`config.mk`:
```
export PLATFORM = sky130hd
export DESIGN_NAME = rdm_front
export DESIGN_NICKNAME = d
export VERILOG_FILES = /design/src/rtl/core/rdm_pkg.sv /design/src/rtl/core/rdm_front.sv
export SDC_FILE = /design/constraint.sdc
export NUM_CORES = 2
export LEC_CHECK = 0
export BUFFER_PORTS_ARGS = -buffer_cell sky130_fd_sc_hd__buf_2
export CORE_MARGIN = 4
export CORE_UTILIZATION = 65
export DETAILED_ROUTE_END_ITERATION = 12
export PLACE_DENSITY = 0.95
export SYNTH_ARGS = -nofsm -noshare
export SYNTH_HDL_FRONTEND = slang
export SYNTH_SLANG_ARGS = --single-unit
```
`constraint.sdc`:
```
create_clock -name clk -period 9.8 [get_ports clk]
set_input_delay 0.49 -clock clk [delete_from_list [all_inputs] [get_ports clk]]
set_output_delay 0.49 -clock clk [all_outputs]
set_load 0.02 [all_outputs]
```
`src/rtl/core/rdm_pkg.sv`:
```
// ----------------------------------------------------------------------------
// rdm_pkg
// Shared types and constants for the radial distortion mapper.
// ----------------------------------------------------------------------------
`default_nettype none

package rdm_pkg;

  localparam int NUM_COEFFS   = 6;
  localparam int RADIUS_SHIFT = 11;
  localparam int COEFF_REGS   = 6;
  localparam int HSHIFT       = 4 + RADIUS_SHIFT;
  localparam int SQRT_STAGES  = 17;
  localparam int HORNER_STAGES = 2 * NUM_COEFFS;

  localparam logic signed [31:0] COEFF_ONE   = 32'sh1000_0000;
  localparam logic signed [50:0] HRND        = 51'sd1 <<< (HSHIFT - 1);
  localparam logic signed [51:0] ACC_MAX     = 52'sd2147483647;
  localparam logic signed [51:0] ACC_MIN     = -52'sd2147483648;
  localparam logic signed [49:0] ORND        = 50'sd1 <<< 27;
  localparam logic signed [22:0] COORD_MAX   = 23'sd32767;
  localparam logic signed [22:0] COORD_MIN   = -23'sd32768;

  typedef enum logic [2:0] {
    REG_CENTER_X = 3'd0,
    REG_CENTER_Y = 3'd1,
    REG_COEFF_0  = 3'd2,
    REG_COEFF_1  = 3'd3,
    REG_COEFF_2  = 3'd4,
    REG_COEFF_3  = 3'd5,
    REG_COEFF_4  = 3'd6,
    REG_COEFF_5  = 3'd7
  } reg_idx_t;

  typedef struct packed {
    logic signed [15:0]              center_x;
    logic signed [15:0]              center_y;
    logic [COEFF_REGS-1:0][31:0]     coeff;
  } cfg_t;

  typedef struct packed {
    logic signed [16:0] dx;
    logic signed [16:0] dy;
  } dd_t;

  typedef struct packed {
    dd_t         d;
    logic [33:0] n;
  } fr_t;

  typedef struct packed {
    dd_t         d;
    logic [33:0] n;
    logic [19:0] rem;
    logic [16:0] root;
  } sq_t;

  typedef struct packed {
    dd_t         d;
    logic [16:0] r;
  } rd_t;

  typedef struct packed {
    dd_t                d;
    logic [16:0]        r;
    logic signed [31:0] acc;
    logic signed [49:0] prod;
  } hn_t;

  typedef struct packed {
    dd_t                d;
    logic signed [31:0] acc;
  } ga_t;

  typedef struct packed {
    logic signed [15:0] x_out;
    logic signed [15:0] y_out;
    logic               saturated;
  } res_t;

endpackage

`default_nettype wire

```
`src/rtl/core/rdm_front.sv`:
```
// ----------------------------------------------------------------------------
// rdm_front
// Center offsets, squares and squared radius, three stages.
// ----------------------------------------------------------------------------
`default_nettype none

module rdm_front (
  input  wire logic                 clk,
  input  wire logic                 rst_n,
  input  wire rdm_pkg::cfg_t        cfg,
  input  wire logic                 in_valid,
  output logic                      in_ready,
  input  wire logic signed [15:0]   in_x,
  input  wire logic signed [15:0]   in_y,
  output logic                      out_valid,
  input  wire logic                 out_ready,
  output rdm_pkg::fr_t              out_data
);

  logic [2:0]         v_r;
  logic [3:0]         en;
  rdm_pkg::dd_t       d0_r, d1_r;
  logic [31:0]        sqx_r, sqy_r;
  rdm_pkg::fr_t       fr_r;
  logic signed [33:0] px, py;

  assign en[3] = out_ready;
  assign en[2] = !v_r[2] || en[3];
  assign en[1] = !v_r[1] || en[2];
  assign en[0] = !v_r[0] || en[1];
  assign in_ready = en[0];

  assign px = d0_r.dx * d0_r.dx;
  assign py = d0_r.dy * d0_r.dy;

  always_ff @(posedge clk) begin
    if (!rst_n) begin
      v_r <= '0;
    end else begin
      if (en[0]) v_r[0] <= in_valid;
      if (en[1]) v_r[1] <= v_r[0];
      if (en[2]) v_r[2] <= v_r[1];
    end
    if (en[0]) begin
      d0_r.dx <= $signed({in_x[15], in_x}) - $signed({cfg.center_x[15], cfg.center_x});
      d0_r.dy <= $signed({in_y[15], in_y}) - $signed({cfg.center_y[15], cfg.center_y});
    end
    if (en[1]) begin
      d1_r  <= d0_r;
      sqx_r <= px[31:0];
      sqy_r <= py[31:0];
    end
    if (en[2]) begin
      fr_r.d <= d1_r;
      fr_r.n <= {2'b00, sqx_r} + {2'b00, sqy_r};
    end
  end

  assign out_valid = v_r[2];
  assign out_data  = fr_r;

endmodule

`default_nettype wire

```
==> impl_metrics.csv <==
group,metric,value,unit
run_status,status,"complete, no violations",
timing,period_minus_slack,7.31,ns
min_path,hold_class,"in2reg",
grt,track_usage,30.6,%
finish,syn_to_final_growth,6.71,%
logic_synthesis,ys_ff_latch,198,
timing,layout_setup_ws,2.49,ns
clocking,cts_tree,"yes",
die,die_w,214,um
die,pin_count,330,
die,core_area,0.0419,mm^2
clocking,cts_root_buf,"clkbuf_16",
placed_design,hpwlAfterDp,52.1,mm
timing,maxClockFrequency,137,MHz
critical_path,crit_type,"reg2reg",
finish,num-nets-final,3763,
critical_path,crit_fanout,20,
min_path,holdCritStartpoint,"rst_n",
logic_synthesis,synth_edf_count,195,
logic_synthesis,syn_inst,2642,
placed_design,port_buffers,136,
clocking,cts_buffers,17,
critical_path,worstSetupStartpoint,"d0_r[22]$_DFFE_PP_",
timing,setup_tns,0,ns
clocking,clkTransAtPathRegs,0.08,ns
timing,rsz0062_at_grt,"no",
grt,grt-ovfl-total,0,
timing,finalClockSkew,0.0119,ns
routing,drt-met1-wl,22.6,mm
timing,worst_pin_slew,1.11,ns
critical_path,startpoint_type,"register",
grt,grt_pass1_vias,22200,
routing,via_per_inst,5.89,
timing,fin_crit_sh,74.6,%
routing,topRoutingLayerUsed,"met4",
die,die-area,0.0457,mm^2
run,maxCapViolations,0,
finish,antenna_cells,0,
placed_design,dpl_worst_slack,2.61,ns
logic_synthesis,ys.flop_type,"edfxtp_1",
critical_path,r2r-start,"d0_r[22]$_DFFE_PP_",
routing,route.met3.wl,5.50,mm
grt,grt_pass1_wl,108,mm
logic_synthesis,ys_seq_area_share,21.5,%
routing,dr_wl_met2,34.8,mm
timing,whs,0.231,ns
timing,setup_violations,0,
logic_synthesis,synthArstFlopShare,0,%
grt,antenna_found_initial,0,
critical_path,required,10.02,ns
logic_synthesis,syn_area,0.0275,mm^2
clocking,clk_path_buf_depth,2,
clocking,cts.sinks,198,
clocking,clk_latency,0.49,ns
timing,drv_slew,0,
grt,grt_max_degree,80,
clocking,cts-hold-fix-buffers,0,
routing,routed_wl,66.4,mm
logic_synthesis,ys_warn_count,0,
routing,ant_nets,0,
routing,wl_per_cell,20.0,um
critical_path,arrival,7.53,ns
clocking,ctsResizeCount,0,
logic_synthesis,ys_types,71,
die,rows,75,
finish,drive_above_1_share,7.72,%
routing,drt_iter0_markers,1644,
routing,vias,19500,
clocking,cts_setup_buffers,0,
placed_design,globalplace.congestion,0.932,
die,floorplan.initialDensity,65.7,%
routing,drc,0,
logic_synthesis,syn_area_per_cell,10.4,um^2
timing,hold_viol,0,
routing,drt_first_pass_iters,6,
timing,max_slew_margin,25.7,%
clocking,h-tree-depth,4,
die,fp.dieH,214,um
critical_path,rrSetupSlack,2.49,ns
logic_synthesis,syn-num-nets,3644,
critical_path,critPathCaptureType,"register",
metal layers:
| layer | vias to the layer above | GRT usage [%] |
|---|---|---|
| li1 | 8287 | - |
| met1 | 9782 | 35.3 |
| met2 | 1109 | 55.0 |
| met3 | 327 | 5.60 |
| met4 | 0 | 14.9 |
| met5 | - | 0 |
sequential cells by signal (all words and copies together), names as in the netlist:
signal / count
d0_r: 34
d1_r: 34
out_data: 67
sqx_r: 30
sqy_r: 30
v_r: 3
worst max-delay path, cell delays in order, from the launching register on:
cell	delay, ns
edfxtp_1	1.03
nand2_1	0.25
inv_1	0.13
fa_1	0.41
inv_1	0.08
fa_1	0.43
fa_1	0.54
inv_1	0.07
fa_1	0.49
fa_1	0.49
inv_1	0.05
fa_1	0.47
inv_1	0.05
ha_1	0.24
or4_1	0.58
o41ai_2	0.26
nor2b_1	0.16
a311oi_2	0.52
o311ai_1	0.30
a2111oi_2	0.38
nor3b_1	0.11
Yosys cell counts (6+ instances only):
master	instances	area [um^2]
nor2b_1	39	244
a21oi_1	68	340
a31o_2	6	52.6
fa_1	514	10300
o21ai_1	8	40.0
edfxtp_1	195	5860
and2_1	111	694
xnor2_1	99	867
a21boi_0	11	82.6
and3_1	12	75.1
nand2_1	197	739
nor3_1	16	80.1
a21o_1	38	285
ha_1	228	2850
xor2_1	31	272
nor2_1	94	353
nand2b_1	14	87.6
o21ai_0	39	195
inv_1	735	2760
a211oi_1	7	52.6
or2_2	8	50.1
clkbuf_1	48	180
a31oi_1	7	43.8
nand3_1	20	100
o21a_1	16	120
worst paths after layout:
kind | depth (start not counted) | end
setup reg to reg | 20 | sqx_r[31]$_DFFE_PP_
hold / removal | 2 | v_r[2]$_SDFFE_PN0P_
hold reg to reg | 0 | out_data[42]$_DFFE_PP_
setup / recovery | 20 | sqx_r[31]$_DFFE_PP_
cell usage in the layout, fill, tap and decap left out, types with 12 or more instances in the layout:
| cell type | count |
|---|---|
| nand2_1 | 196 |
| nor2_1 | 94 |
| and2_1 | 111 |
| buf_2 | 136 |
| nand3_1 | 19 |
| nand2b_1 | 14 |
| inv_1 | 734 |
| nor3_1 | 16 |
| buf_4 | 13 |
| ha_1 | 228 |
| clkbuf_16 | 17 |
| edfxtp_1 | 195 |
| fa_1 | 514 |
| o21a_1 | 16 |
| a21o_1 | 38 |
| and3_1 | 12 |
| a21oi_1 | 68 |
| xnor2_1 | 99 |
| nor2b_1 | 39 |
| xor2_1 | 31 |
| o21ai_0 | 39 |
final cells by class:
type,instances,area (um^2)
multi-input cells,1660,18600
fillers,2606,12500
clock inverters,14,143
repair buffers,149,778
flip-flops and latches,198,5920
inverters,735,2760
well taps,539,674
clock buffers,17,425
stage by stage:
step                      std cells  cell area, um^2  utilization [%]
after global routing           3312            29300             70.1
after global placement         3281            28800             68.7
after floorplan                2642            27500                -
after CTS                      3312            29300             70.1
after detailed placement       3281            28800             68.7
final                          3312            29300             70.1
logic make-up (layout without fill, tap and decap cells):
family,Yosys count,after routing,share of synthesized area [%]
buffers and inverters,784,915,10.7
adders and majority gates,742,742,47.8
and+or+nand+nor,531,531,9.36
AOI/OAI and AO/OA,253,253,6.33
DFF,198,198,21.5
xor gates and xnor gates,130,130,4.14
muxes,3,3,0.118
other,1,1,0.0136
Power is left out: the tool's default activity adds up to more than one toggle a clock period on the data nets, which glitch-free logic cannot reach.
