==> src/rtl/core/rdm_pkg.sv <==
// ----------------------------------------------------------------------------
// rdm_pkg
// Shared types and constants for the radial distortion mapper.
// ----------------------------------------------------------------------------
`default_nettype none

package rdm_pkg;

  localparam int NUM_COEFFS   = 6;
  localparam int RADIUS_SHIFT = 11;
  localparam int COEFF_REGS   = 6;
  localparam int HSHIFT       = 4 + RADIUS_SHIFT;
  localparam int SQRT_STAGES  = 17;
  localparam int HORNER_STAGES = 2 * NUM_COEFFS;

  localparam logic signed [31:0] COEFF_ONE   = 32'sh1000_0000;
  localparam logic signed [50:0] HRND        = 51'sd1 <<< (HSHIFT - 1);
  localparam logic signed [51:0] ACC_MAX     = 52'sd2147483647;
  localparam logic signed [51:0] ACC_MIN     = -52'sd2147483648;
  localparam logic signed [49:0] ORND        = 50'sd1 <<< 27;
  localparam logic signed [22:0] COORD_MAX   = 23'sd32767;
  localparam logic signed [22:0] COORD_MIN   = -23'sd32768;

  typedef enum logic [2:0] {
    REG_CENTER_X = 3'd0,
    REG_CENTER_Y = 3'd1,
    REG_COEFF_0  = 3'd2,
    REG_COEFF_1  = 3'd3,
    REG_COEFF_2  = 3'd4,
    REG_COEFF_3  = 3'd5,
    REG_COEFF_4  = 3'd6,
    REG_COEFF_5  = 3'd7
  } reg_idx_t;

  typedef struct packed {
    logic signed [15:0]              center_x;
    logic signed [15:0]              center_y;
    logic [COEFF_REGS-1:0][31:0]     coeff;
  } cfg_t;

  typedef struct packed {
    logic signed [16:0] dx;
    logic signed [16:0] dy;
  } dd_t;

  typedef struct packed {
    dd_t         d;
    logic [33:0] n;
  } fr_t;

  typedef struct packed {
    dd_t         d;
    logic [33:0] n;
    logic [19:0] rem;
    logic [16:0] root;
  } sq_t;

  typedef struct packed {
    dd_t         d;
    logic [16:0] r;
  } rd_t;

  typedef struct packed {
    dd_t                d;
    logic [16:0]        r;
    logic signed [31:0] acc;
    logic signed [49:0] prod;
  } hn_t;

  typedef struct packed {
    dd_t                d;
    logic signed [31:0] acc;
  } ga_t;

  typedef struct packed {
    logic signed [15:0] x_out;
    logic signed [15:0] y_out;
    logic               saturated;
  } res_t;

endpackage

`default_nettype wire

==> src/rtl/core/rdm_out.sv <==
// ----------------------------------------------------------------------------
// rdm_out
// Offset scaling, rounding, center add-back and saturation; output register.
// ----------------------------------------------------------------------------
`default_nettype none

module rdm_out (
  input  wire logic          clk,
  input  wire logic          rst_n,
  input  wire rdm_pkg::cfg_t cfg,
  input  wire logic          in_valid,
  output logic               in_ready,
  input  wire rdm_pkg::ga_t  in_data,
  output logic               out_valid,
  input  wire logic          out_ready,
  output rdm_pkg::res_t      out_data
);

  logic [1:0]         v_r;
  logic [2:0]         en;
  logic signed [48:0] px_r, py_r;
  rdm_pkg::res_t      res_r, res_nxt;
  logic signed [49:0] qx, qy;
  logic signed [22:0] ox, oy;
  logic               hx, hy;

  assign en[2] = out_ready;
  assign en[1] = !v_r[1] || en[2];
  assign en[0] = !v_r[0] || en[1];
  assign in_ready = en[0];

  assign qx = ($signed({px_r[48], px_r}) + rdm_pkg::ORND) >>> 28;
  assign qy = ($signed({py_r[48], py_r}) + rdm_pkg::ORND) >>> 28;
  assign ox = $signed(qx[22:0]) + $signed({{7{cfg.center_x[15]}}, cfg.center_x});
  assign oy = $signed(qy[22:0]) + $signed({{7{cfg.center_y[15]}}, cfg.center_y});

  always_comb begin
    hx = 1'b1;
    hy = 1'b1;
    if (ox > rdm_pkg::COORD_MAX) begin
      res_nxt.x_out = rdm_pkg::COORD_MAX[15:0];
    end else if (ox < rdm_pkg::COORD_MIN) begin
      res_nxt.x_out = rdm_pkg::COORD_MIN[15:0];
    end else begin
      res_nxt.x_out = ox[15:0];
      hx = 1'b0;
    end
    if (oy > rdm_pkg::COORD_MAX) begin
      res_nxt.y_out = rdm_pkg::COORD_MAX[15:0];
    end else if (oy < rdm_pkg::COORD_MIN) begin
      res_nxt.y_out = rdm_pkg::COORD_MIN[15:0];
    end else begin
      res_nxt.y_out = oy[15:0];
      hy = 1'b0;
    end
    res_nxt.saturated = hx || hy;
  end

  always_ff @(posedge clk) begin
    if (!rst_n) begin
      v_r <= '0;
    end else begin
      if (en[0]) v_r[0] <= in_valid;
      if (en[1]) v_r[1] <= v_r[0];
    end
    if (en[0]) begin
      px_r <= in_data.d.dx * in_data.acc;
      py_r <= in_data.d.dy * in_data.acc;
    end
    if (en[1]) res_r <= res_nxt;
  end

  assign out_valid = v_r[1];
  assign out_data  = res_r;

endmodule

`default_nettype wire

==> config.mk <==
export PLATFORM = sky130hd
export DESIGN_NAME = rdm_out
export DESIGN_NICKNAME = d
export VERILOG_FILES = /design/src/rtl/core/rdm_pkg.sv /design/src/rtl/core/rdm_out.sv
export SDC_FILE = /design/constraint.sdc
export NUM_CORES = 2
export LEC_CHECK = 0
export BUFFER_PORTS_ARGS = -buffer_cell sky130_fd_sc_hd__buf_2
export CAP_MARGIN = 20
export CORE_AREA = 2 2 335 420
export DETAILED_ROUTE_END_ITERATION = 6
export DIE_AREA = 0 0 337 422
export GPL_TIMING_DRIVEN = 0
export SLEW_MARGIN = 25
export SYNTH_ARGS = -nofsm -noshare
export SYNTH_HDL_FRONTEND = slang
export SYNTH_SLANG_ARGS = --single-unit
export TNS_END_PERCENT = 20
==> constraint.sdc <==
create_clock -name clk -period 10.2 [get_ports clk]
set_input_delay 2.04 -clock clk [delete_from_list [all_inputs] [get_ports clk]]
set_output_delay 2.04 -clock clk [all_outputs]
set_load 0.02 [all_outputs]
==> reports/qor.csv <==
stage,metric,value,unit
timing,period_needed,9.66,ns
global_routing,antenna_found_initial,16,
placement,place_area,44200,sq um
floorplan,chipHeight,422,um
cells_and_area,fill_cells,14500,
yosys,synth_top_cell_area_share,0.506,
cts,clk_path_buf_depth,2,
global_routing,grt_pass1_wl,204000,um
detailed_routing,wl_per_cell,20.1,um
flow_run,drv.max_cap_violation_count,0,
worst_setup_path,length_in_cells_of_the_worst_reg_to_reg_path,19,
yosys,synth.area.top_cells,"sky130_fd_sc_hd__fa_1 51%, sky130_fd_sc_hd__inv_1 9.7%, sky130_fd_sc_hd__ha_1 8.1%, sky130_fd_sc_hd__and2_1 7.2%, sky130_fd_sc_hd__edfxtp_1 5.6%",
yosys,synth.cells.most_frequent,"1071 x sky130_fd_sc_hd__inv_1, 1042 x sky130_fd_sc_hd__fa_1, 599 x sky130_fd_sc_hd__nand2_1",
yosys,netlist-cell-type-count,79,
detailed_routing,drt_pass1_iterations,5,
timing,fin_hold_ws,0.566,ns
yosys,synth-main-ff-cell,sky130_fd_sc_hd__edfxtp_1,
yosys,most_frequently_used_cell_type_in_the_post_synthesis_netlist,sky130_fd_sc_hd__inv_1,
timing,grt_setup_unrepaired,false,
detailed_routing,initialDrtViolationCount,1893,
worst_setup_path,timing.critical_path.to_type,flop,
yosys,synth.ff_latch_count,79,
cells_and_area,layout.area.seq,2350,sq um
timing,finalHoldViolations,0,
timing,final.period_utilization,0.947,
hold_path,hold-path-cell-count,1,
floorplan,floorplan.io_pins,329,
cts,ctsRootBufferMaster,sky130_fd_sc_hd__clkbuf_16,
cts,clock_tree_from_tritoncts,built,
cts,path_clk_slew,0.06,ns
floorplan,rows,153,
hold_path,hold_path.class,reg2reg,
floorplan,die_w,337,um
yosys,ys_warn_count,0,
timing,setup_viol,0,
cts,cts.hold.buffers_added,0,
worst_setup_path,critPathMaxFanout,10,
timing,fmaxAchievable,104,MHz
cts,cts_buffers,9,
yosys,synth_sequential_area_ratio,0.0570,
cells_and_area,num-nets-final,6215,
cts,ctsHtreeMaxLevel,3,
worst_setup_path,rrSetupSlack,5.25,ns
global_routing,first_global_vias,33900,
detailed_routing,routed_via_density,4.72,
status,run_status,finished clean,
placement,port_buffers,136,
cts,clk_latency,0.36,ns
placement,finalWeightedCongestion,0.961,
yosys,synth_area_per_cell,9.24,sq um
detailed_routing,wirelength,131000,um
detailed_routing,detail-route-antenna-nets,0,
yosys,netlist_instances,4464,
cells_and_area,multi_input_area,34100,sq um
yosys,synth-edff-count,77,
detailed_routing,drc,0,
cts,cts.repair_timing.setup_buffer_count,0,
global_routing,grt-ovfl-total,0,
placement,hpwl,114000,um
floorplan,effective_utilization_at_floorplan,0.298,
yosys,postSynth.asyncResetShare,0,
floorplan,fp.dieArea,142000,sq um
yosys,synth_area_leader_cell,sky130_fd_sc_hd__fa_1,
worst_setup_path,timing_worst_setup_path_type,in2reg,
detailed_routing,detailroute.via_count,30600,
cells_and_area,fin_area,44600,sq um
timing,fin_worst_skew,0.00771,ns
floorplan,core_region_area,138000,sq um
cts,cts_repair_resize_count,0,
worst_setup_path,critPathLaunchType,input port,
yosys,syn-num-nets,6068,
yosys,syn-cell-area,41200,sq um
timing,worst_max_slew_margin_expressed_relative_to_the_limit,0.303,
timing,finalSetupTns,0,ns
cells_and_area,flow.area_growth_from_synthesis,8.11,%
global_routing,pin_count_of_the_biggest_net_entering_global_routing,46,
cts,clkSinkCount,79,
global_routing,grt.total_usage,0.190,
timing,transition_time_at_the_pin_with_the_least_slew_margin,1.05,ns
timing,finalMaxSlewViolations,0,
cells_and_area,layout-drive-gt1-share,0.0388,
worst_setup_path,critical_path_arrival,9.77,ns
worst_setup_path,worstPathRequired,10.31,ns
-- path summary, 6_finish.rpt --
| kind | endpoint | from |
|---|---|---|
| max | px_r[48] | in_data[57] |
| min | v_r[1] | v_r[0] |
| max reg2reg | out_data[27] | px_r[33] |
| min reg2reg | v_r[1] | v_r[0] |
-- cell usage in the layout, fill, tap and decap left out, types with 49 or more instances in the layout --
cell type	n
sky130_fd_sc_hd__fa_1	1042
sky130_fd_sc_hd__clkbuf_1	198
sky130_fd_sc_hd__nand2_1	598
sky130_fd_sc_hd__edfxtp_1	77
sky130_fd_sc_hd__xnor2_1	84
sky130_fd_sc_hd__and2_1	475
sky130_fd_sc_hd__buf_2	137
sky130_fd_sc_hd__nor2_1	124
sky130_fd_sc_hd__ha_1	268
sky130_fd_sc_hd__o21ai_0	49
sky130_fd_sc_hd__inv_1	1070
sky130_fd_sc_hd__a21oi_1	75
-- state kept, by name, summed over array words and instances, names as in the netlist --
register and cells:
px_r 22, py_r 22, out_data 33, v_r 2
-- critical path, stage by stage --
cell,delay [ns]
sky130_fd_sc_hd__buf_2,0.23
sky130_fd_sc_hd__clkbuf_1,0.72
sky130_fd_sc_hd__nand2_1,0.18
sky130_fd_sc_hd__fa_1,0.57
sky130_fd_sc_hd__inv_1,0.06
sky130_fd_sc_hd__fa_1,0.51
sky130_fd_sc_hd__inv_1,0.06
sky130_fd_sc_hd__fa_1,0.58
sky130_fd_sc_hd__inv_1,0.07
sky130_fd_sc_hd__fa_1,0.47
sky130_fd_sc_hd__fa_1,0.49
sky130_fd_sc_hd__inv_1,0.05
sky130_fd_sc_hd__fa_1,0.47
sky130_fd_sc_hd__inv_1,0.04
sky130_fd_sc_hd__ha_1,0.30
sky130_fd_sc_hd__and2_1,0.19
sky130_fd_sc_hd__a221oi_1,0.43
sky130_fd_sc_hd__o211ai_1,0.24
sky130_fd_sc_hd__a21oi_1,0.71
sky130_fd_sc_hd__o31ai_1,0.26
sky130_fd_sc_hd__o21a_1,0.27
sky130_fd_sc_hd__o211ai_1,0.32
sky130_fd_sc_hd__nand3_1,0.19
sky130_fd_sc_hd__a21oi_1,0.21
sky130_fd_sc_hd__xnor2_1,0.08
-- cell type report --
type | instances | share of cell area
sequential | 79 | 0.0528
clock buffer | 10 | 0.00514
timing repair buffer | 136 | 0.0153
buffer | 202 | 0.0173
tap | 1860 | 0.0522
clock inverter | 6 | 0.00191
multi-input combinational | 3110 | 0.765
inverter | 1073 | 0.0903
antenna | 6 | 0.000337
-- metrics by stage --
step	util	setup slack, ns	instances
floorplan	-	2.27	4464
global placement	0.320	0.0311	6460
detailed placement	0.320	-0.0332	6460
CTS	0.322	0.352	6476
global route	0.322	0.132	6479
finish	0.322	0.542	6482
-- cells by family after synthesis --
kind of cell | after synthesis | synth area share
simple gates | 1371 | 0.164
mux | 2 | 0.000516
fa+ha+maj | 1310 | 0.587
xor+xnor | 126 | 0.0269
flops | 79 | 0.0570
compound gates | 301 | 0.0480
buf+inv | 1275 | 0.116
-- metal layers --
layer	routed length [um]	vias to the layer above	global-route usage
met5	69	-	0
met1	49000	15900	0.223
met4	7940	12	0.0924
li1	-	13500	-
met2	66000	952	0.337
met3	7580	299	0.0260
Power is left out: the tool's default activity adds up to more than one toggle a clock period on the data nets, which glitch-free logic cannot reach.
