## config.mk

```make
export PLATFORM = sky130hd
export DESIGN_NAME = rdm_sqrt
export DESIGN_NICKNAME = d
export VERILOG_FILES = /design/src/rtl/core/rdm_pkg.sv /design/src/rtl/core/rdm_sqrt.sv
export SDC_FILE = /design/constraint.sdc
export NUM_CORES = 1
export LEC_CHECK = 0
export BUFFER_PORTS_ARGS = -buffer_cell sky130_fd_sc_hd__buf_2
export CELL_PAD_IN_SITES_DETAIL_PLACEMENT = 1
export CELL_PAD_IN_SITES_GLOBAL_PLACEMENT = 2
export CORE_MARGIN = 2
export CORE_UTILIZATION = 33
export DETAILED_ROUTE_END_ITERATION = 8
export PLACE_DENSITY = 0.6
export RECOVER_POWER = 50
export SLEW_MARGIN = 10
export SYNTH_ARGS = -nofsm -noshare
export SYNTH_HDL_FRONTEND = slang
export SYNTH_SLANG_ARGS = --single-unit
```

## constraint.sdc

```tcl
create_clock -name clk -period 8 [get_ports clk]
set_clock_uncertainty 0.15 [all_clocks]
set_input_delay 1.2 -clock clk [delete_from_list [all_inputs] [get_ports clk]]
set_output_delay 1.2 -clock clk [all_outputs]
set_load 0.01 [all_outputs]
```

## src/rtl/core/rdm_pkg.sv

```systemverilog
// ----------------------------------------------------------------------------
// rdm_pkg
// Shared types and constants for the radial distortion mapper.
// ----------------------------------------------------------------------------
`default_nettype none

package rdm_pkg;

  localparam int NUM_COEFFS   = 6;
  localparam int RADIUS_SHIFT = 11;
  localparam int COEFF_REGS   = 6;
  localparam int HSHIFT       = 4 + RADIUS_SHIFT;
  localparam int SQRT_STAGES  = 17;
  localparam int HORNER_STAGES = 2 * NUM_COEFFS;

  localparam logic signed [31:0] COEFF_ONE   = 32'sh1000_0000;
  localparam logic signed [50:0] HRND        = 51'sd1 <<< (HSHIFT - 1);
  localparam logic signed [51:0] ACC_MAX     = 52'sd2147483647;
  localparam logic signed [51:0] ACC_MIN     = -52'sd2147483648;
  localparam logic signed [49:0] ORND        = 50'sd1 <<< 27;
  localparam logic signed [22:0] COORD_MAX   = 23'sd32767;
  localparam logic signed [22:0] COORD_MIN   = -23'sd32768;

  typedef enum logic [2:0] {
    REG_CENTER_X = 3'd0,
    REG_CENTER_Y = 3'd1,
    REG_COEFF_0  = 3'd2,
    REG_COEFF_1  = 3'd3,
    REG_COEFF_2  = 3'd4,
    REG_COEFF_3  = 3'd5,
    REG_COEFF_4  = 3'd6,
    REG_COEFF_5  = 3'd7
  } reg_idx_t;

  typedef struct packed {
    logic signed [15:0]              center_x;
    logic signed [15:0]              center_y;
    logic [COEFF_REGS-1:0][31:0]     coeff;
  } cfg_t;

  typedef struct packed {
    logic signed [16:0] dx;
    logic signed [16:0] dy;
  } dd_t;

  typedef struct packed {
    dd_t         d;
    logic [33:0] n;
  } fr_t;

  typedef struct packed {
    dd_t         d;
    logic [33:0] n;
    logic [19:0] rem;
    logic [16:0] root;
  } sq_t;

  typedef struct packed {
    dd_t         d;
    logic [16:0] r;
  } rd_t;

  typedef struct packed {
    dd_t                d;
    logic [16:0]        r;
    logic signed [31:0] acc;
    logic signed [49:0] prod;
  } hn_t;

  typedef struct packed {
    dd_t                d;
    logic signed [31:0] acc;
  } ga_t;

  typedef struct packed {
    logic signed [15:0] x_out;
    logic signed [15:0] y_out;
    logic               saturated;
  } res_t;

endpackage

`default_nettype wire

```

## src/rtl/core/rdm_sqrt.sv

```systemverilog
// ----------------------------------------------------------------------------
// rdm_sqrt
// Pipelined floor square root, one result bit per stage.
// ----------------------------------------------------------------------------
`default_nettype none

module rdm_sqrt (
  input  wire logic          clk,
  input  wire logic          rst_n,
  input  wire logic          in_valid,
  output logic               in_ready,
  input  wire rdm_pkg::fr_t  in_data,
  output logic               out_valid,
  input  wire logic          out_ready,
  output rdm_pkg::rd_t       out_data
);

  localparam int NS = rdm_pkg::SQRT_STAGES;

  logic [NS-1:0] v_r;
  logic [NS:0]   en;
  rdm_pkg::sq_t  st_r  [NS];
  rdm_pkg::sq_t  st_nxt[NS];

  assign en[NS]   = out_ready;
  assign in_ready = en[0];

  for (genvar k = 0; k < NS; k++) begin : g_stage
    localparam int B = NS - 1 - k;
    rdm_pkg::sq_t src;
    logic [21:0]  tmp;
    logic [21:0]  trial;

    assign en[k] = !v_r[k] || en[k+1];

    if (k == 0) begin : g_first
      assign src = '{d: in_data.d, n: in_data.n, rem: '0, root: '0};
    end else begin : g_next
      assign src = st_r[k-1];
    end

    assign tmp   = {src.rem, src.n[2*B+1 -: 2]};
    assign trial = {3'b000, src.root, 2'b01};

    always_comb begin
      st_nxt[k]   = src;
      if (tmp >= trial) begin
        st_nxt[k].rem  = 20'(tmp - trial);
        st_nxt[k].root = {src.root[15:0], 1'b1};
      end else begin
        st_nxt[k].rem  = tmp[19:0];
        st_nxt[k].root = {src.root[15:0], 1'b0};
      end
    end

    always_ff @(posedge clk) begin
      if (!rst_n) begin
        v_r[k] <= 1'b0;
      end else if (en[k]) begin
        v_r[k] <= (k == 0) ? in_valid : v_r[(k == 0) ? 0 : k-1];
      end
      if (en[k]) st_r[k] <= st_nxt[k];
    end
  end

  assign out_valid  = v_r[NS-1];
  assign out_data.d = st_r[NS-1].d;
  assign out_data.r = st_r[NS-1].root;

endmodule

`default_nettype wire

```

==> metrics, run 1 <==
CTS clk-pin slew, worst paths=0.06 ns; critical path type=in2reg; crit share post-route=70.6%; Tot GR Track Use=11.5%; Cell Int Power=0.0128 W; 1st-pass router iterations=4; maximum root-to-sink buffer count=3; worst slew pin tran=4.19 ns; failing checks=capacitance limit, slew limit; part of the power in combinational logic=9.2%; Worst Hold Class=reg2reg; vias=25.2k; ys async rst share=0%; Slew HR=-179%; final hold viol count=0; GP Congestion=0.801; TritonCTS Buffers=145; Net Count, Synth=3435; crit path DAT=5.89 ns; CP Max Fanout=52; LEAKAGE=22.7 nW; yosys warns=0; Storage cell area=0.0394 sq mm; Die Y=399 um; Hold WS=0.244 ns; root buf cell=clkbuf_16; Buf/Inv on CP=6; cells on worst reg2reg path=8; clock sink count=1317; Top FF cell, synth=edfxtp_1; Post-synth EDFFs=1300; RR Endpoint=st_r[0][1183]; CP Launch Type=input pin; Post-Synthesis Cell Area=0.0514 sq mm; CORE AREA=0.154 sq mm; vias per inst=4.49; NumNets Final=3694; Crit. Startpoint=out_ready; Critical Path Sink Type=flop; Yosys cell types=85; clock network power share=37.3%; HPWL after DPL=64600 um; post-layout util=38.3%; number of routed nets with antenna violations=0; min Tclk post-route=5.65 ns; NetSw=0.00398 W; post-synthesis sequential area ratio=76.5%; Seq pwr share=53.4%; Mapped Cells=3192; Die ar.=0.159 sq mm; Sw Ratio=23.7%; leading cell type in the layout, fill and taps excluded=edfxtp_1; antenna violations before repair=2; Ant. Diodes=0; starting density of the core=33.3%; RSZ-0062 raised after global routing=false; drc violations=0; Post-CTS Setup Bufs=0; Die X=399 um; filler instances=15.5k; H-tree depth=4; placed cell areas=0.0547 sq mm; Max stage delay cell, worst path=clkbuf_1; post-DR wirelength/cell=16.1 um; global-route wire length before repair=145000 um; Synth Register Bits=1317; vias in the first global route=26.4k; CP Data Required Time=8.24 ns; most frequent cells in the layout=1300 x edfxtp_1, 217 x inv_1, 184 x nor2_1, 177 x a21oi_1, 171 x ha_1; Cell Rows=144; endpoints failing setup=0; Top delay family on crit path=buffers and inverters; Worst VDD drop=191 uV; multi-input combinational cell area=0.0111 sq mm; CP cell instances=buf_2 > and2b_1 > inv_1 > clkbuf_1 > nor2_1 > inv_1 > nor2_1 > inv_2 > buf_4; IO buf count=124; design area=0.0592 sq mm; pwr dens=283 mW/mm^2; CTS resizes=0; Max-Cap Viols=5; largest net degree at the start of global routing=85; maximum clock rate=177 MHz; synthesized area per cell=16.1 sq um; CP Capture Point=st_r[0][1183]; IO Count=125; clock tree from TritonCTS=yes; proportion of layout cells with a drive suffix above 1=11.1%; final WL=90100 um; gr ovfl total=0; FF-to-FF Start=out_valid; FF-to-FF setup slack=2.57 ns; Slew Limit Fails=326; post-cts hold buffer count=0; area grow syn2layout=15.1%; Clock Latency Late Sink=0.76 ns; 1st-iter DRT viols=1004; Power, Total=0.0168 W; Setup TNS=0 ns; run status=complete, but fails checks; max incr delay on CP=1.95 ns; Levels on crit path=9
==> how the worst min path moves through the flow <==
stage               depth (start not counted)       endpoint  slack (ns)         start
floorplan                                   0  st_r[0][1016]        0.25  st_r[0][911]
global placement                            0   st_r[0][989]        0.25  st_r[0][884]
detailed placement                          0   st_r[0][374]        0.26  st_r[0][269]
CTS                                         0   st_r[0][475]        0.25  st_r[0][370]
global route                                0   st_r[0][307]        0.24  st_r[0][202]
finish                                      0   st_r[0][475]        0.24  st_r[0][370]
==> metrics by stage <==
stage	worst slack, ns	cells
2_1_floorplan	1.08	3192
3_3_place_gp	3.05	5348
3_5_place_dp	3.07	5348
4_1_cts	3.04	5609
5_1_grt	1.67	5609
6_report	2.35	5609
==> final cells by class <==
cell class | count | area share, %
Tap cell | 2044 | 4.32
Clock buffer | 192 | 6.53
Clock inverter | 69 | 1.19
Inverter | 223 | 1.42
Multi-Input combinational cell | 1616 | 18.8
Timing Repair Buffer | 148 | 1.26
Sequential cell | 1317 | 66.5
==> layer usage <==
layer	wire (um)	up-vias	track usage, %
li1	-	12500	-
met1	39800	12100	14.0
met2	44600	316	19.9
met3	3430	158	2.55
met4	2260	0	3.96
met5	0	-	0
==> registers in the layout, indices dropped and copies added (netlist names) <==
name	flops
st_r	1300
out_valid	1
v_r	16
==> cell families (layout without fill, tap and decap cells) <==
family                     count (synthesis)  after routing  share of synthesized area (%)
other                                      1              1                        0.00729
DFF                                     1317           1317                           76.5
adders and majority gates                171            171                           4.16
and+or+nand+nor                          705            705                           6.99
xor gates and xnor gates                 211            211                           3.59
muxes                                     35             35                          0.752
buffers and inverters                    259            632                           1.98
AOI/OAI and AO/OA                        493            493                           5.96
==> power groups by stage <==
stage | registers, W | clock network, W | logic (W)
5_1_grt | 0.00907 | 0.00677 | 0.00176
3_5_place_dp | 0.00913 | 0 | 0.00157
3_3_place_gp | 0.00910 | 0 | 0.00156
6_report | 0.00896 | 0.00626 | 0.00155
2_1_floorplan | 0.00892 | 0 | 0.00120
4_1_cts | 0.00898 | 0.00651 | 0.00158
==> cell usage after synthesis, drive strengths merged (36+ instances only) <==
| master | n | area [sq um] |
|---|---|---|
| edfxtp | 1300 | 39000 |
| xnor2 | 109 | 955 |
| ha | 171 | 2140 |
| o21a | 41 | 308 |
| o21ai | 114 | 574 |
| a21oi | 178 | 891 |
| nand3 | 41 | 205 |
| xor2 | 102 | 893 |
| nand2b | 39 | 244 |
| nor4 | 36 | 253 |
| nor2 | 184 | 691 |
| nor3 | 66 | 340 |
| inv | 222 | 833 |
| nand2 | 160 | 601 |
(Power assumes the default switching activity.)
==> run 2, diff against run 1 <==
==> constraint.sdc (replaced) <==
create_clock -name clk -period 5.39 [get_ports clk]
set_clock_uncertainty 0.15 [all_clocks]
set_input_delay 0.8085 -clock clk [delete_from_list [all_inputs] [get_ports clk]]
set_output_delay 0.8085 -clock clk [all_outputs]
set_load 0.01 [all_outputs]
==> metrics, run 2 (synthesis results as in run 1) <==
final WL=90000 um (was 90100 um); Tot GR Track Use=11.5% (about the same); NumNets Final=3703 (was 3694); CP Data Required Time=4.43 ns (was 8.24 ns); vias in the first global route=26.6k (was 26.4k); Power, Total=0.0253 W (was 0.0168 W); vias per inst=4.49 (about the same); Largest Register=st_r (unchanged); Cell Rows=144 (unchanged); Ant. Diodes=0 (unchanged); CORE AREA=0.154 sq mm (unchanged); starting density of the core=33.3% (unchanged); Die X=399 um (unchanged); 1st-pass router iterations=4 (unchanged); Placed Instances=5359 (was 5348); number of routed nets with antenna violations=0 (unchanged); Slew HR=-150% (was -179%); CP Max Fanout=6 (was 52); Worst VDD drop=285 uV (was 191 uV); final setup margin=1.10 ns (was 2.35 ns); GP Congestion=0.775 (was 0.801); min Tclk post-route=4.29 ns; CTS clk-pin slew, worst paths=0.06 ns (about the same); maximum clock rate=233 MHz; run status=complete, but fails checks (unchanged); global-route wire length before repair=145000 um (about the same); crit path DAT=3.33 ns (was 5.89 ns); drc violations=0 (unchanged); Critical Path Sink Type=primary output (was flop); TritonCTS Buffers=143 (was 145); crit share post-route=79.5%; leading cell type in the layout, fill and taps excluded=edfxtp_1 (unchanged); clock sink count=1317 (unchanged); Post-CTS Setup Bufs=0 (unchanged); pre-CTS WS=1.21 ns (was 3.07 ns); root buf cell=clkbuf_16 (unchanged); clock tree from TritonCTS=yes (unchanged); antenna violations before repair=4 (was 2); worst slew pin tran=3.76 ns (was 4.19 ns); final hold viol count=0 (unchanged); area grow syn2layout=15.5% (was 15.1%); largest net degree at the start of global routing=85 (unchanged); vias=25.2k (about the same); Die Y=399 um (unchanged); most frequent cells in the layout=1300 x edfxtp_1, 216 x inv_1, 184 x nor2_1, 177 x a21oi_1, 171 x ha_1 (was 1300 x edfxtp_1, 217 x inv_1, 184 x nor2_1, 177 x a21oi_1, 171 x ha_1); H-tree depth=4 (unchanged); proportion of layout cells with a drive suffix above 1=10.0% (was 11.1%); LEAKAGE=22.7 nW (about the same); IO buf count=124 (unchanged); 1st-iter DRT viols=833 (was 1004); RSZ-0062 raised after global routing=false (unchanged); critical path type=reg2out (was in2reg); maximum root-to-sink buffer count=3 (unchanged); CP Launch Type=flop (was input pin); Clock Latency Late Sink=0.75 ns (was 0.76 ns); Setup TNS=0 ns (unchanged); Final Instance Count excl. Fillers=5617 (was 5609); post-DR wirelength/cell=16.0 um (was 16.1 um); failing checks=capacitance limit, slew limit (unchanged); CTS resizes=0 (unchanged); Die ar.=0.159 sq mm (unchanged); number of flip-flops in the largest register=1300 (unchanged); Slew Limit Fails=271 (was 326); Max-Cap Viols=5 (unchanged); Worst Hold Class=in2reg (was reg2reg); gr ovfl total=0 (unchanged); endpoints failing setup=0 (unchanged); post-cts hold buffer count=0 (unchanged); filler instances=15.5k (about the same); IO Count=125 (unchanged); HPWL after DPL=65200 um (was 64600 um); pwr dens=426 mW/mm^2 (was 283 mW/mm^2)
-- run 2: cell types whose count changed in the layout (fill, tap and decap cells not counted), sizes merged --
| cell | change |
|---|---|
| inv | +2 |
| clkinv | -8 |
| clkbuf | +40 |
| buf | -38 |
| bufinv | +11 |
| clkinvlp | +1 |
-- run 2: worst paths after layout --
kind	start	to	slack, ns	depth (start not counted)
setup / recovery	out_valid	in_ready	1.10	9
hold / removal	in_data[26]	st_r[0][63]	0.08	1
setup reg to reg	out_valid	st_r[0][1482]	1.27	4
hold reg to reg	st_r[0][579]	st_r[0][684]	0.25	0
-- run 2: where the power goes --
| part | internal, W | switching, W | leakage, nW |
|---|---|---|---|
| clock | 0.00573 | 0.00394 | 2.27 |
| combinational | 0.00106 | 0.00125 | 6.95 |
| sequential | 0.0126 | 0.000692 | 13.5 |
-- run 2: final cells by class --
| cell class | count | area (sq um) | area share [%] |
|---|---|---|---|
| Timing Repair Buffer | 159 | 796 | 1.34 |
| Clock buffer | 183 | 3770 | 6.35 |
| Tap cell | 2044 | 2560 | 4.31 |
| Sequential cell | 1317 | 39400 | 66.3 |
| Inverter | 223 | 846 | 1.42 |
| Clock inverter | 75 | 947 | 1.59 |
| Multi-Input combinational cell | 1616 | 11100 | 18.7 |
-- run 2: worst max-delay path, stage by stage, from the launching register on --
cell	delay (ns)
dfxtp_1	0.32
and2b_1	0.20
inv_1	0.10
nor4_1	0.29
clkbuf_1	0.25
and4_1	0.40
and3_1	0.39
and3_1	0.34
nand2_4	0.12
buf_2	0.17
-- run 2: per-stage QoR --
| stage | hold WS (ns) | utilization (%) | area, sq um |
|---|---|---|---|
| finish | 0.0834 | 38.5 | 59400 |
| CTS | 0.00172 | 38.6 | 59600 |
| detailed placement | 0.255 | 35.5 | 54900 |
| global placement | 0.251 | 35.5 | 54900 |
| floorplan | 0.250 | - | 51500 |
| global route | 0.0173 | 38.5 | 59400 |
-- run 2: layer usage --
layer	part of all wire [%]	vias to the layer above	track usage [%]
li1	-	12600	-
met1	44	12200	13.9
met2	49	309	20.0
met3	3.4	158	2.49
met4	2.8	0	4.12
met5	0	-	0
